[src/sv/gcc_pkg.sv]
// ----------------------------------------------------------------------------
// Greedy coin change package
// Shared constants, mode codes and the command/status bundles between the
// controller and the datapath.
// ----------------------------------------------------------------------------
package gcc_pkg;

    localparam int MAX_DENOMS_DEF = 16;
    localparam int VALUE_W        = 16;
    localparam int POS_W          = 4;
    localparam int AMOUNT_W       = 32;
    localparam int ENTRY_W        = POS_W + VALUE_W;
    localparam int DIV_STEPS      = AMOUNT_W;
    localparam int STEP_W         = $clog2(DIV_STEPS);

    localparam logic [1:0] MODE_LOAD  = 2'd0;
    localparam logic [1:0] MODE_SOLVE = 2'd1;
    localparam logic [1:0] MODE_CLEAR = 2'd2;

    typedef struct packed {
        logic latch;
        logic ptr_from_cnt;
        logic ptr_clr;
        logic ptr_inc;
        logic rd_prev;
        logic shift_wr;
        logic ins_wr;
        logic cnt_clr;
        logic take_entry;
        logic zero_res;
        logic div_start;
        logic div_res;
        logic empty_res;
    } gcc_cmd_t;

    typedef struct packed {
        logic full;
        logic empty;
        logic ptr_zero;
        logic rd_less;
        logic val_zero;
        logic div_done;
        logic last;
    } gcc_sts_t;

endpackage

[src/sv/gcc_ram.sv]
// ----------------------------------------------------------------------------
// Generic RAM
// One write port and one read port with registered read data.
// ----------------------------------------------------------------------------
module gcc_ram #(
    parameter int WIDTH = 8,
    parameter int DEPTH = 16,
    localparam int AW = (DEPTH > 1) ? $clog2(DEPTH) : 1
) (
    input  logic             clk,
    input  logic             we,
    input  logic [AW-1:0]    waddr,
    input  logic [WIDTH-1:0] wdata,
    input  logic [AW-1:0]    raddr,
    output logic [WIDTH-1:0] rdata
);

    logic [WIDTH-1:0] mem [DEPTH];
    logic [WIDTH-1:0] rdata_reg;

    always_ff @(posedge clk)
    begin
        if (we)
        begin
            mem[waddr] <= wdata;
        end
        rdata_reg <= mem[raddr];
    end

    assign rdata = rdata_reg;

endmodule

[src/sv/gcc_div.sv]
// ----------------------------------------------------------------------------
// Iterative divider
// Restoring 32-by-16 bit division, one quotient bit per cycle.
// ----------------------------------------------------------------------------
module gcc_div (
    input  logic                         clk,
    input  logic                         rst_n,
    input  logic                         start,
    input  logic [gcc_pkg::AMOUNT_W-1:0] dividend,
    input  logic [gcc_pkg::VALUE_W-1:0]  divisor,
    output logic                         done,
    output logic [gcc_pkg::AMOUNT_W-1:0] quot,
    output logic [gcc_pkg::AMOUNT_W-1:0] rem
);

    logic [gcc_pkg::AMOUNT_W-1:0] q_reg, q_next;
    logic [gcc_pkg::AMOUNT_W-1:0] r_reg, r_next;
    logic [gcc_pkg::VALUE_W-1:0]  d_reg;
    logic [gcc_pkg::STEP_W-1:0]   step_reg, step_next;
    logic                         busy_reg, busy_next;
    logic                         done_reg, done_next;
    logic [gcc_pkg::AMOUNT_W:0]   trial;
    logic [gcc_pkg::AMOUNT_W:0]   diff;
    logic                         ge;

    always_comb
    begin
        trial     = {r_reg, q_reg[gcc_pkg::AMOUNT_W-1]};
        ge        = trial >= (gcc_pkg::AMOUNT_W+1)'(d_reg);
        diff      = trial - (gcc_pkg::AMOUNT_W+1)'(d_reg);
        q_next    = q_reg;
        r_next    = r_reg;
        step_next = step_reg;
        busy_next = busy_reg;
        done_next = 1'b0;
        if (start)
        begin
            q_next    = dividend;
            r_next    = '0;
            step_next = gcc_pkg::STEP_W'(gcc_pkg::DIV_STEPS - 1);
            busy_next = 1'b1;
        end
        else if (busy_reg)
        begin
            // The partial remainder stays below the divisor, so it fits 32 bits.
            r_next    = ge ? diff[gcc_pkg::AMOUNT_W-1:0] : trial[gcc_pkg::AMOUNT_W-1:0];
            q_next    = {q_reg[gcc_pkg::AMOUNT_W-2:0], ge};
            step_next = step_reg - 1'b1;
            if (step_reg == '0)
            begin
                busy_next = 1'b0;
                done_next = 1'b1;
            end
        end
    end

    always_ff @(posedge clk or negedge rst_n)
    begin
        if (!rst_n)
        begin
            busy_reg <= 1'b0;
            done_reg <= 1'b0;
            step_reg <= '0;
        end
        else
        begin
            busy_reg <= busy_next;
            done_reg <= done_next;
            step_reg <= step_next;
        end
    end

    always_ff @(posedge clk)
    begin
        q_reg <= q_next;
        r_reg <= r_next;
        if (start)
        begin
            d_reg <= divisor;
        end
    end

    assign done = done_reg;
    assign quot = q_reg;
    assign rem  = r_reg;

endmodule

[src/sv/gcc_dp.sv]
// ----------------------------------------------------------------------------
// Greedy coin change datapath
// Denomination table, entry count, walk pointer, divider and result registers.
// ----------------------------------------------------------------------------
module gcc_dp #(
    parameter int MAX_DENOMS = gcc_pkg::MAX_DENOMS_DEF
) (
    input  logic                         clk,
    input  logic                         rst_n,
    input  gcc_pkg::gcc_cmd_t            cmd,
    output gcc_pkg::gcc_sts_t            sts,
    input  logic [gcc_pkg::VALUE_W-1:0]  coin_value,
    input  logic [gcc_pkg::AMOUNT_W-1:0] amount,
    output logic [gcc_pkg::POS_W-1:0]    denom_index,
    output logic [gcc_pkg::VALUE_W-1:0]  denom_value,
    output logic [gcc_pkg::AMOUNT_W-1:0] unit_count,
    output logic [gcc_pkg::AMOUNT_W-1:0] remainder,
    output logic                         feasible,
    output logic                         is_last
);

    localparam int CW = $clog2(MAX_DENOMS + 1);
    localparam int AW = (MAX_DENOMS > 1) ? $clog2(MAX_DENOMS) : 1;
    localparam int PW = (CW > gcc_pkg::POS_W) ? CW : gcc_pkg::POS_W;

    logic [CW-1:0]                cnt_reg, cnt_next;
    logic [CW-1:0]                ptr_reg, ptr_next;
    logic [gcc_pkg::VALUE_W-1:0]  coin_reg;
    logic [gcc_pkg::AMOUNT_W-1:0] rem_reg;
    logic [gcc_pkg::VALUE_W-1:0]  ent_val_reg;
    logic [gcc_pkg::POS_W-1:0]    ent_pos_reg;
    logic [gcc_pkg::POS_W-1:0]    o_idx_reg;
    logic [gcc_pkg::VALUE_W-1:0]  o_val_reg;
    logic [gcc_pkg::AMOUNT_W-1:0] o_cnt_reg;
    logic [gcc_pkg::AMOUNT_W-1:0] o_rem_reg;
    logic                         o_feas_reg;
    logic                         o_last_reg;

    logic                         ram_we;
    logic [AW-1:0]                ram_waddr;
    logic [gcc_pkg::ENTRY_W-1:0]  ram_wdata;
    logic [AW-1:0]                ram_raddr;
    logic [gcc_pkg::ENTRY_W-1:0]  ram_rdata;
    logic [gcc_pkg::VALUE_W-1:0]  rd_val;
    logic [gcc_pkg::POS_W-1:0]    rd_pos;
    logic [CW-1:0]                ptr_m1;
    logic [CW-1:0]                ptr_p1;
    logic [PW-1:0]                cnt_ext;
    logic                         last_now;
    logic                         div_done;
    logic [gcc_pkg::AMOUNT_W-1:0] div_q;
    logic [gcc_pkg::AMOUNT_W-1:0] div_r;

    assign rd_val   = ram_rdata[gcc_pkg::VALUE_W-1:0];
    assign rd_pos   = ram_rdata[gcc_pkg::ENTRY_W-1:gcc_pkg::VALUE_W];
    assign ptr_m1   = ptr_reg - 1'b1;
    assign ptr_p1   = ptr_reg + 1'b1;
    assign cnt_ext  = PW'(cnt_reg);
    assign last_now = (ptr_p1 == cnt_reg);

    assign ram_we    = cmd.shift_wr | cmd.ins_wr;
    assign ram_waddr = AW'(ptr_reg);
    assign ram_wdata = cmd.shift_wr ? ram_rdata
                                    : {cnt_ext[gcc_pkg::POS_W-1:0], coin_reg};
    assign ram_raddr = cmd.rd_prev ? AW'(ptr_m1) : AW'(ptr_reg);

    gcc_ram #(
        .WIDTH (gcc_pkg::ENTRY_W),
        .DEPTH (MAX_DENOMS)
    ) u_table (
        .clk   (clk),
        .we    (ram_we),
        .waddr (ram_waddr),
        .wdata (ram_wdata),
        .raddr (ram_raddr),
        .rdata (ram_rdata)
    );

    gcc_div u_div (
        .clk      (clk),
        .rst_n    (rst_n),
        .start    (cmd.div_start),
        .dividend (rem_reg),
        .divisor  (rd_val),
        .done     (div_done),
        .quot     (div_q),
        .rem      (div_r)
    );

    always_comb
    begin
        cnt_next = cnt_reg;
        ptr_next = ptr_reg;
        if (cmd.cnt_clr)
        begin
            cnt_next = '0;
        end
        else if (cmd.ins_wr)
        begin
            cnt_next = cnt_reg + 1'b1;
        end
        if (cmd.ptr_from_cnt)
        begin
            ptr_next = cnt_reg;
        end
        else if (cmd.ptr_clr)
        begin
            ptr_next = '0;
        end
        else if (cmd.ptr_inc)
        begin
            ptr_next = ptr_p1;
        end
        else if (cmd.shift_wr)
        begin
            ptr_next = ptr_m1;
        end
    end

    always_ff @(posedge clk or negedge rst_n)
    begin
        if (!rst_n)
        begin
            cnt_reg <= '0;
            ptr_reg <= '0;
        end
        else
        begin
            cnt_reg <= cnt_next;
            ptr_reg <= ptr_next;
        end
    end

    always_ff @(posedge clk)
    begin
        if (cmd.latch)
        begin
            coin_reg <= coin_value;
            rem_reg  <= amount;
        end
        if (cmd.take_entry)
        begin
            ent_val_reg <= rd_val;
            ent_pos_reg <= rd_pos;
        end
        if (cmd.zero_res)
        begin
            // A zero denomination takes no units and passes the amount on.
            o_idx_reg  <= rd_pos;
            o_val_reg  <= rd_val;
            o_cnt_reg  <= '0;
            o_rem_reg  <= rem_reg;
            o_last_reg <= last_now;
            o_feas_reg <= last_now && (rem_reg == '0);
        end
        if (cmd.div_res)
        begin
            o_idx_reg  <= ent_pos_reg;
            o_val_reg  <= ent_val_reg;
            o_cnt_reg  <= div_q;
            o_rem_reg  <= div_r;
            rem_reg    <= div_r;
            o_last_reg <= last_now;
            o_feas_reg <= last_now && (div_r == '0);
        end
        if (cmd.empty_res)
        begin
            o_idx_reg  <= '0;
            o_val_reg  <= '0;
            o_cnt_reg  <= '0;
            o_rem_reg  <= rem_reg;
            o_last_reg <= 1'b1;
            o_feas_reg <= (rem_reg == '0);
        end
    end

    assign sts.full     = (cnt_reg == CW'(MAX_DENOMS));
    assign sts.empty    = (cnt_reg == '0);
    assign sts.ptr_zero = (ptr_reg == '0);
    assign sts.rd_less  = (rd_val < coin_reg);
    assign sts.val_zero = (rd_val == '0);
    assign sts.div_done = div_done;
    assign sts.last     = o_last_reg;

    assign denom_index = o_idx_reg;
    assign denom_value = o_val_reg;
    assign unit_count  = o_cnt_reg;
    assign remainder   = o_rem_reg;
    assign feasible    = o_feas_reg;
    assign is_last     = o_last_reg;

endmodule

[src/sv/gcc_ctrl.sv]
// ----------------------------------------------------------------------------
// Greedy coin change controller
// Sequences table insertion and the per-denomination solve walk.
// ----------------------------------------------------------------------------
module gcc_ctrl (
    input  logic              clk,
    input  logic              rst_n,
    input  logic              in_valid,
    output logic              in_ready,
    input  logic [1:0]        mode,
    output logic              out_valid,
    input  logic              out_ready,
    output gcc_pkg::gcc_cmd_t cmd,
    input  gcc_pkg::gcc_sts_t sts
);

    typedef enum logic [7:0] {
        ST_IDLE      = 8'b0000_0001,
        ST_INS_CHK   = 8'b0000_0010,
        ST_INS_CMP   = 8'b0000_0100,
        ST_SOL_RD    = 8'b0000_1000,
        ST_SOL_START = 8'b0001_0000,
        ST_SOL_WAIT  = 8'b0010_0000,
        ST_EMPTY     = 8'b0100_0000,
        ST_OUT       = 8'b1000_0000
    } state_t;

    state_t state_reg, state_next;
    logic   accept;

    assign in_ready  = (state_reg == ST_IDLE);
    assign out_valid = (state_reg == ST_OUT);
    assign accept    = in_valid && in_ready;

    always_comb
    begin
        state_next = state_reg;
        cmd        = '0;
        unique case (state_reg)
            ST_IDLE:
            begin
                if (accept)
                begin
                    cmd.latch = 1'b1;
                    priority if (mode == gcc_pkg::MODE_LOAD)
                    begin
                        // A load into a full table is dropped.
                        if (!sts.full)
                        begin
                            cmd.ptr_from_cnt = 1'b1;
                            state_next       = ST_INS_CHK;
                        end
                    end
                    else if (mode == gcc_pkg::MODE_SOLVE)
                    begin
                        cmd.ptr_clr = 1'b1;
                        state_next  = sts.empty ? ST_EMPTY : ST_SOL_RD;
                    end
                    else if (mode == gcc_pkg::MODE_CLEAR)
                    begin
                        cmd.cnt_clr = 1'b1;
                    end
                    else
                    begin
                        state_next = ST_IDLE;
                    end
                end
            end
            ST_INS_CHK:
            begin
                if (sts.ptr_zero)
                begin
                    cmd.ins_wr = 1'b1;
                    state_next = ST_IDLE;
                end
                else
                begin
                    cmd.rd_prev = 1'b1;
                    state_next  = ST_INS_CMP;
                end
            end
            ST_INS_CMP:
            begin
                // Smaller entries move up one slot; equal values keep load order.
                if (sts.rd_less)
                begin
                    cmd.shift_wr = 1'b1;
                    state_next   = ST_INS_CHK;
                end
                else
                begin
                    cmd.ins_wr = 1'b1;
                    state_next = ST_IDLE;
                end
            end
            ST_SOL_RD:
            begin
                state_next = ST_SOL_START;
            end
            ST_SOL_START:
            begin
                cmd.take_entry = 1'b1;
                if (sts.val_zero)
                begin
                    cmd.zero_res = 1'b1;
                    state_next   = ST_OUT;
                end
                else
                begin
                    cmd.div_start = 1'b1;
                    state_next    = ST_SOL_WAIT;
                end
            end
            ST_SOL_WAIT:
            begin
                if (sts.div_done)
                begin
                    cmd.div_res = 1'b1;
                    state_next  = ST_OUT;
                end
            end
            ST_EMPTY:
            begin
                cmd.empty_res = 1'b1;
                state_next    = ST_OUT;
            end
            ST_OUT:
            begin
                if (out_ready)
                begin
                    if (sts.last)
                    begin
                        state_next = ST_IDLE;
                    end
                    else
                    begin
                        cmd.ptr_inc = 1'b1;
                        state_next  = ST_SOL_RD;
                    end
                end
            end
            default:
            begin
                state_next = ST_IDLE;
            end
        endcase
    end

    always_ff @(posedge clk or negedge rst_n)
    begin
        if (!rst_n)
        begin
            state_reg <= ST_IDLE;
        end
        else
        begin
            state_reg <= state_next;
        end
    end

endmodule

[src/sv/greedy_coin_change_top.sv]
// ----------------------------------------------------------------------------
// Greedy coin change
// Sorted denomination table with a greedy solver built on a shared divider.
// ----------------------------------------------------------------------------
// One item is handled at a time. A load reads and moves up every stored entry
// smaller than the new value, reads one entry more when a larger or equal
// entry stays below it, and writes the new value into the freed slot; a clear
// empties the table as it is accepted. A solve emits one item per stored
// denomination, each passing through a table read, the bit-serial divider and
// the result register, and waits while the output stalls. A zero denomination
// skips the divider, and an empty table gives a single item.
// ----------------------------------------------------------------------------
module greedy_coin_change_top #(
    parameter int MAX_DENOMS = gcc_pkg::MAX_DENOMS_DEF
) (
    input  logic                         clk,
    input  logic                         rst_n,
    input  logic                         in_valid,
    output logic                         in_ready,
    input  logic [1:0]                   mode,
    input  logic [gcc_pkg::VALUE_W-1:0]  coin_value,
    input  logic [gcc_pkg::AMOUNT_W-1:0] amount,
    output logic                         out_valid,
    input  logic                         out_ready,
    output logic [gcc_pkg::POS_W-1:0]    denom_index,
    output logic [gcc_pkg::VALUE_W-1:0]  denom_value,
    output logic [gcc_pkg::AMOUNT_W-1:0] unit_count,
    output logic [gcc_pkg::AMOUNT_W-1:0] remainder,
    output logic                         feasible,
    output logic                         is_last
);

    gcc_pkg::gcc_cmd_t cmd;
    gcc_pkg::gcc_sts_t sts;

    gcc_ctrl u_ctrl (
        .clk       (clk),
        .rst_n     (rst_n),
        .in_valid  (in_valid),
        .in_ready  (in_ready),
        .mode      (mode),
        .out_valid (out_valid),
        .out_ready (out_ready),
        .cmd       (cmd),
        .sts       (sts)
    );

    gcc_dp #(
        .MAX_DENOMS (MAX_DENOMS)
    ) u_dp (
        .clk         (clk),
        .rst_n       (rst_n),
        .cmd         (cmd),
        .sts         (sts),
        .coin_value  (coin_value),
        .amount      (amount),
        .denom_index (denom_index),
        .denom_value (denom_value),
        .unit_count  (unit_count),
        .remainder   (remainder),
        .feasible    (feasible),
        .is_last     (is_last)
    );

    // A result is never shown while the block is taking a new item.
    a_out_excl_in: assert property (@(posedge clk) disable iff (!rst_n)
        out_valid |-> !in_ready)
        else $error("result shown while input is open");

    a_feas_last: assert property (@(posedge clk) disable iff (!rst_n)
        (out_valid && feasible) |-> (is_last && (remainder == '0)))
        else $error("feasible flag on a non-final or nonzero result");

    // After the final result is taken the block is ready again.
    a_last_ready: assert property (@(posedge clk) disable iff (!rst_n)
        (out_valid && out_ready && is_last) |=> in_ready)
        else $error("block not idle after final result");

endmodule
[config.mk]
export PLATFORM = sky130hd
export DESIGN_NAME = greedy_coin_change_top
export DESIGN_NICKNAME = d
export VERILOG_FILES = /design/src/sv/gcc_pkg.sv /design/src/sv/gcc_ram.sv /design/src/sv/gcc_div.sv /design/src/sv/gcc_dp.sv /design/src/sv/gcc_ctrl.sv /design/src/sv/greedy_coin_change_top.sv
export SDC_FILE = /design/constraint.sdc
export NUM_CORES = 1
export LEC_CHECK = 0
export ABC_AREA = 1
export BUFFER_PORTS_ARGS = -buffer_cell sky130_fd_sc_hd__buf_2
export CAP_MARGIN = 40
export CORE_MARGIN = 10
export CORE_UTILIZATION = 60
export CTS_BUF_LIST = sky130_fd_sc_hd__clkbuf_4 sky130_fd_sc_hd__clkbuf_8
export CTS_CLUSTER_DIAMETER = 40
export DETAILED_ROUTE_END_ITERATION = 12
export MAX_ROUTING_LAYER = met4
export PLACE_DENSITY = 0.78
export REMOVE_ABC_BUFFERS = 1
export SLEW_MARGIN = 25
export SYNTH_ARGS = -nofsm -noshare
export SYNTH_HDL_FRONTEND = slang
export SYNTH_HIERARCHICAL = 1
export SYNTH_SLANG_ARGS = --single-unit
[constraint.sdc]
create_clock -name clk -period 4.2 [get_ports clk]
set_input_delay 0.63 -clock clk [delete_from_list [all_inputs] [get_ports clk]]
set_output_delay 0.63 -clock clk [all_outputs]
set_load 0.05 [all_outputs]
Yosys cells after proc, flatten, opt, wreduce, memory -nomap -nowiden
Memory sizes are Yosys's and may differ from the RTL's. A register that Yosys moved wholly into a read port is not among the register bits.
Index checks and enable logic that the tools add are counted.
{ "totals": {"reg_bits": 259, "memories": 1, "out_inout_bits": 88, "ram_bits": 320, "wordCells": 139, "input_bits": 54} }
{ "mem_list": {"columns": ["name", "words", "word_bits", "rd", "rd_clocked_by_memory_dff", "write_ports", "line_no", "text"], "rows": [
  ["u_dp.u_table.mem", 16, 20, 1, 1, 1, "gcc_ram.sv:18", "logic [WIDTH-1:0] mem [DEPTH];"]
]} }
{ "op_classes": {"bitwise": 1, "n_reduce_logical": 17, "eq_ne": 17, "n_lt_le_gt_ge": 2, "n_mux": 77, "addsub": 5} }
{ "ops": {"columns": ["cell", "count"], "rows": [
  ["two-way mux 32 bit", 10],
  ["zero test 32 bit", 2],
  ["two-way mux 8 bit", 8],
  ["one-hot mux 8 bit (8 select lines)", 1],
  ["two-way mux 5 bit", 8],
  ["two-way mux 1 bit", 36],
  ["greater-or-equal comparator 33 x 16 -> 1 bit", 1],
  ["two-way mux 16 bit", 2],
  ["subtractor 32 x 16 -> 32 bit", 1],
  ["two-way mux 20 bit", 1],
  ["zero test 16 bit", 1],
  ["less-than comparator 16 bit", 1],
  ["two-way mux 4 bit", 4],
  ["zero test 5 bit", 3],
  ["two-way mux 3 bit", 4],
  ["adder 5 x 1 -> 5 bit (second input constant)", 2],
  ["subtractor 5 x 1 -> 5 bit (second input constant)", 2],
  ["equality test 8 x 1 -> 1 bit (second input constant)", 1],
  ["equality test 8 x 2 -> 1 bit (second input constant)", 1],
  ["equality test 8 x 3 -> 1 bit (second input constant)", 1],
  ["equality test 8 x 4 -> 1 bit (second input constant)", 1],
  ["equality test 8 x 5 -> 1 bit (second input constant)", 1],
  ["equality test 8 x 6 -> 1 bit (second input constant)", 1],
  ["equality test 8 x 7 -> 1 bit (second input constant)", 1],
  ["other kinds (19)", 25]
]} }

Depth between registers and ports, before layout
{ "logic_depth": {"depth_word": 7, "depth_mapped": 16, "depth_no_buf": 16} }

Hierarchy
Netlist, hierarchy kept.
{ "modules_own_cells": {"columns": ["module", "cells_per_inst", "seq_area_each_um2", "n_inst", "area_per_inst_um2"], "rows": [
  ["gcc_ram", 1336, 10009.6, 1, 14192.4],
  ["gcc_dp", 782, 4344.2, 1, 7434.6],
  ["gcc_div", 756, 2257.2, 1, 5449.0],
  ["gcc_ctrl", 116, 201.4, 1, 718.2]
]} }

Worst setup path before layout
No wires, ideal clock.
{ "synth_path": {"path_type": "register to register", "start": "register u_ctrl.state_reg[1]", "end": "register u_dp.u_div.q_reg, in the netlist u_dp/u_div/quot[0], enable pin", "path_slack_ps": 1095, "stages_incl_launch_ff": 9, "path_buffers": 1, "t_arrival_ps": 2718, "period_less_slack_ps": 3105, "setup_ps": 387, "cell_sequence": "dfrtp_1 inv_1 nand2_4 nor2_8 nand2_4 nor2_1 nor2_1 clkbuf_1 inv_1"} }
{ "synth_rtl": {"columns": ["element", "line_no", "text"], "rows": [
  ["start: declaration", "gcc_ctrl.sv:28", "state_t state_reg, state_next;"],
  ["start signal: assignment", "gcc_ctrl.sv:157", "state_reg <= state_next;"],
  ["end signal: assignment", "gcc_div.sv:75", "q_reg <= q_next;"],
  ["end: declaration", "gcc_div.sv:16", "logic [gcc_pkg::AMOUNT_W-1:0] q_reg, q_next;"]
]} }

==> results.py <==
metrics = {
    "critical_path": {
        "r2r_end": "u_dp/u_table/mem[7][4]",
        "crit_required_ns": 4.54,
        "r2r_slack_ns": 0.72,
        "cp-start-kind": "register",
        "crit_type": "register to register",
        "critPathArrivalTime_ns": 3.83,
        "worstPathMaxFanout": 20,
        "endpoint_kind": "register",
        "reg2regPathDepth": 12,
        "r2r_start": "u_dp/u_table/rdata[9]",
    },
    "route": {
        "wl_per_cell_um": 19.2,
        "routed_wl_um": 74000,
        "drtAntennaViolNets": 0,
        "via_per_inst": 5.54,
        "first_pass_iters": 6,
        "post-route-drc-count": 0,
        "first_iter_violations": 2605,
        "vias": 21400,
    },
    "clock_network": {
        "cts_made_buffers": 98,
        "cts_resized": 0,
        "postCtsSetupRepairBufs": 0,
        "htreeDepth": 3,
        "clk_pin_slew_ns": 0.06,
        "cts_tree": "built",
        "clkLatencyLatePin_ns": 0.70,
        "clockRootBuffer": "clkbuf_8",
        "cts_num_sinks": 599,
        "cts.path.max_buffers": 3,
    },
    "sta": {
        "rsz0062_at_grt": "no",
        "worst_pin_slew_ns": 0.836,
        "slew_headroom_pct": 44.3,
        "hold_ws_ns": 0.105,
        "fin_skew_ns": 0.0343,
        "fmax_ghz": 0.287,
        "slew_violations": 0,
        "post-route-period-util_pct": 82.9,
        "hold_viol_final": 0,
        "tns_ns": 0,
        "setup_ws_ns": 0.716,
        "fin_crit_ns": 3.48,
        "report.final.setup_viol": 0,
    },
    "placed_design": {
        "portBuffers": 141,
        "dp_slack_ns": 0.787,
        "dpl.hpwl_um": 49200,
        "place.gp.congestion": 0.951,
    },
    "synthesis": {
        "ys_ff_latch": 599,
        "synth_seq_area_share_pct": 60.5,
        "synth_edf_count": 469,
        "synth_cell_types": 54,
        "synth_warnings": 6,
        "synth_cells": 2990,
        "netlist_area_um2": 27800,
        "synthFlopType": "edfxtp_1",
        "synth-async-reset-ratio_pct": 4.17,
        "syn_area_per_cell_um2": 9.30,
    },
    "min_path": {
        "min_path_type": "input pin to register",
        "min_from": "coin_value[14]",
        "hold-path-endpoint": "u_dp/coin_reg[14]",
        "hold_depth": 1,
    },
    "global_routing": {
        "grt_pass1_wl_um": 115000,
        "grt_pass1_vias": 20900,
        "grt_max_degree": 161,
        "antenna_found_initial": 1,
        "grt_usage_pct": 26.7,
        "grt_overflow": 0,
    },
    "cells_and_area": {
        "final_nets": 3272,
        "top_register": "u_dp/u_table/mem",
        "final_core_util_pct": 68.9,
        "drive_gt1_share_pct": 15.1,
        "largest_reg_flops": 320,
        "synthToLayoutAreaGrowth_pct": 12.9,
    },
    "die": {
        "initial_core_util_pct": 61.0,
        "die_h_um": 235,
        "dieArea_um2": 55300,
        "die_w_um": 235,
        "pin_count": 142,
        "num_rows": 78,
        "coreArea_um2": 45600,
    },
    "pwr": {
        "p_comb_share_pct": 36.1,
        "power.internal_mw": 12.5,
        "p_leak_nw": 14.0,
        "seq_power_share_pct": 38.8,
        "ir_drop_uv": 615,
        "clock_power_share_pct": 25.1,
        "p_switching_mw": 8.21,
        "p_sw_share_pct": 39.7,
        "p_per_area_nw_per_um2": 659,
    },
    "flow_run": {
        "cap_violations": 0,
    },
    "status": {
        "status": "finished, final reports clean",
    },
}
[cells in the mapped netlist, drive strengths merged (2+ instances only)]
cell,count,share of area [%]
a211oi,2,0.054
a21oi,40,0.80
a22oi,2,0.054
a31oi,4,0.090
a32o,32,1.2
and2,2,0.054
buf,90,2.1
clkbuf,34,0.46
clkinv,2,0.027
dfrtp,24,2.2
dfxtp,105,7.6
edfxtp,469,51
ha,38,1.7
inv,452,6.1
nand2,997,14
nand3,363,6.8
nand3b,4,0.11
nand4,13,0.32
nor2,150,2.3
nor3,17,0.36
nor4,5,0.14
o21a,3,0.081
o21ai,112,2.0
o21bai,2,0.054
o22ai,2,0.045
or2,3,0.068
xnor2,14,0.44
xor2,5,0.16
[power by group through the flow]
stage                     combinational, mW  sequential, mW  clock, mW
final                                  7.47            8.03       5.19
after global routing                   8.26            8.09       5.54
after CTS                              7.32            8.02       5.27
after detailed placement               7.28            8.14          0
after global placement                 7.02            8.12          0
after floorplan                        4.73            7.98          0
[layout by cell type, fill, tap and decap left out, types with 24 or more instances in the layout]
cell type	count
a21oi_1	34
a32o_1	32
buf_2	141
buf_4	58
clkbuf_4	46
clkbuf_8	103
dfrtp_1	24
dfxtp_1	105
edfxtp_1	469
ha_1	38
inv_1	440
nand2_1	963
nand2_2	30
nand3_1	348
nor2_1	117
nor2_2	27
o21ai_0	99
[worst max path at each step]
stage,endpoint,from
final,u_dp/u_table/mem[7][4],u_dp/u_table/rdata[9]
after global routing,u_dp/u_table/rdata[0],u_dp/ptr_reg[0]
after CTS,u_dp/u_table/mem[5][3],u_dp/u_table/rdata[9]
after detailed placement,u_dp/u_table/mem[5][1],u_dp/u_table/rdata[9]
after global placement,u_dp/u_table/mem[5][6],u_dp/u_table/rdata[1]
after floorplan,u_dp/u_table/rdata[19],u_dp/ptr_reg[0]
[kinds of logic (layout without fill, tap and decap cells)]
group | count (synthesis) | count (layout) | share of synthesized area (%)
AO/OA/AOI/OAI | 199 | 199 | 4.35
AND/OR/NAND/NOR | 1556 | 1556 | 24.0
XOR/XNOR | 19 | 19 | 0.599
flip-flops | 599 | 599 | 60.5
buffers and inverters | 578 | 850 | 8.76
adder cells (fa/ha/maj) | 39 | 39 | 1.78
other | 0 | 1 | 0
[worst max-delay path, stage by stage, from the launching register on]
cell and delay, ns:
dfxtp_1 0.64, ha_1 0.35, a21oi_1 0.16, o21a_1 0.12
o21bai_1 0.06, a21oi_1 0.17, inv_1 0.09, nor2_2 0.33
inv_1 0.13, nand2_1 0.29, nand3b_1 0.27, nor2_2 0.15
buf_4 0.36
[layer usage]
layer / vias to the layer above / share of wire [%] / track usage, % / routed length (um)
met5: - / 0 / - / 0
met4: 0 / 3.6 / 10.6 / 2700
met3: 218 / 8.7 / 5.14 / 6460
met2: 1062 / 50 / 44.2 / 37000
met1: 9993 / 38 / 31.9 / 27900
li1: 10100 / - / - / -
[through the flow]
step           total power, mW  std cells  cell area [um^2]
4_1_cts                   20.6       3859             31300
6_report                  20.7       3863             31400
3_5_place_dp              15.4       3675             29300
3_3_place_gp              15.1       3666             29200
5_1_grt                   21.9       3863             31400
2_1_floorplan             12.7       2866             27100
[cell type report]
type | count | area [um^2]
sequential | 599 | 16800
fill | 3376 | 14200
multi-input combinational | 1813 | 8660
clock buffer | 147 | 1750
inverter | 454 | 1710
timing repair buffer | 213 | 1400
tap | 600 | 751
clock inverter | 36 | 293
antenna | 1 | 2.50
[repair_timing]
action | in CTS | in global routing
hold endpoints to repair | 24 | 0
setup endpoints to repair | 0 | 0
hold buffers | 1 | 0
Note: power is estimated with default switching activity, not from simulation.
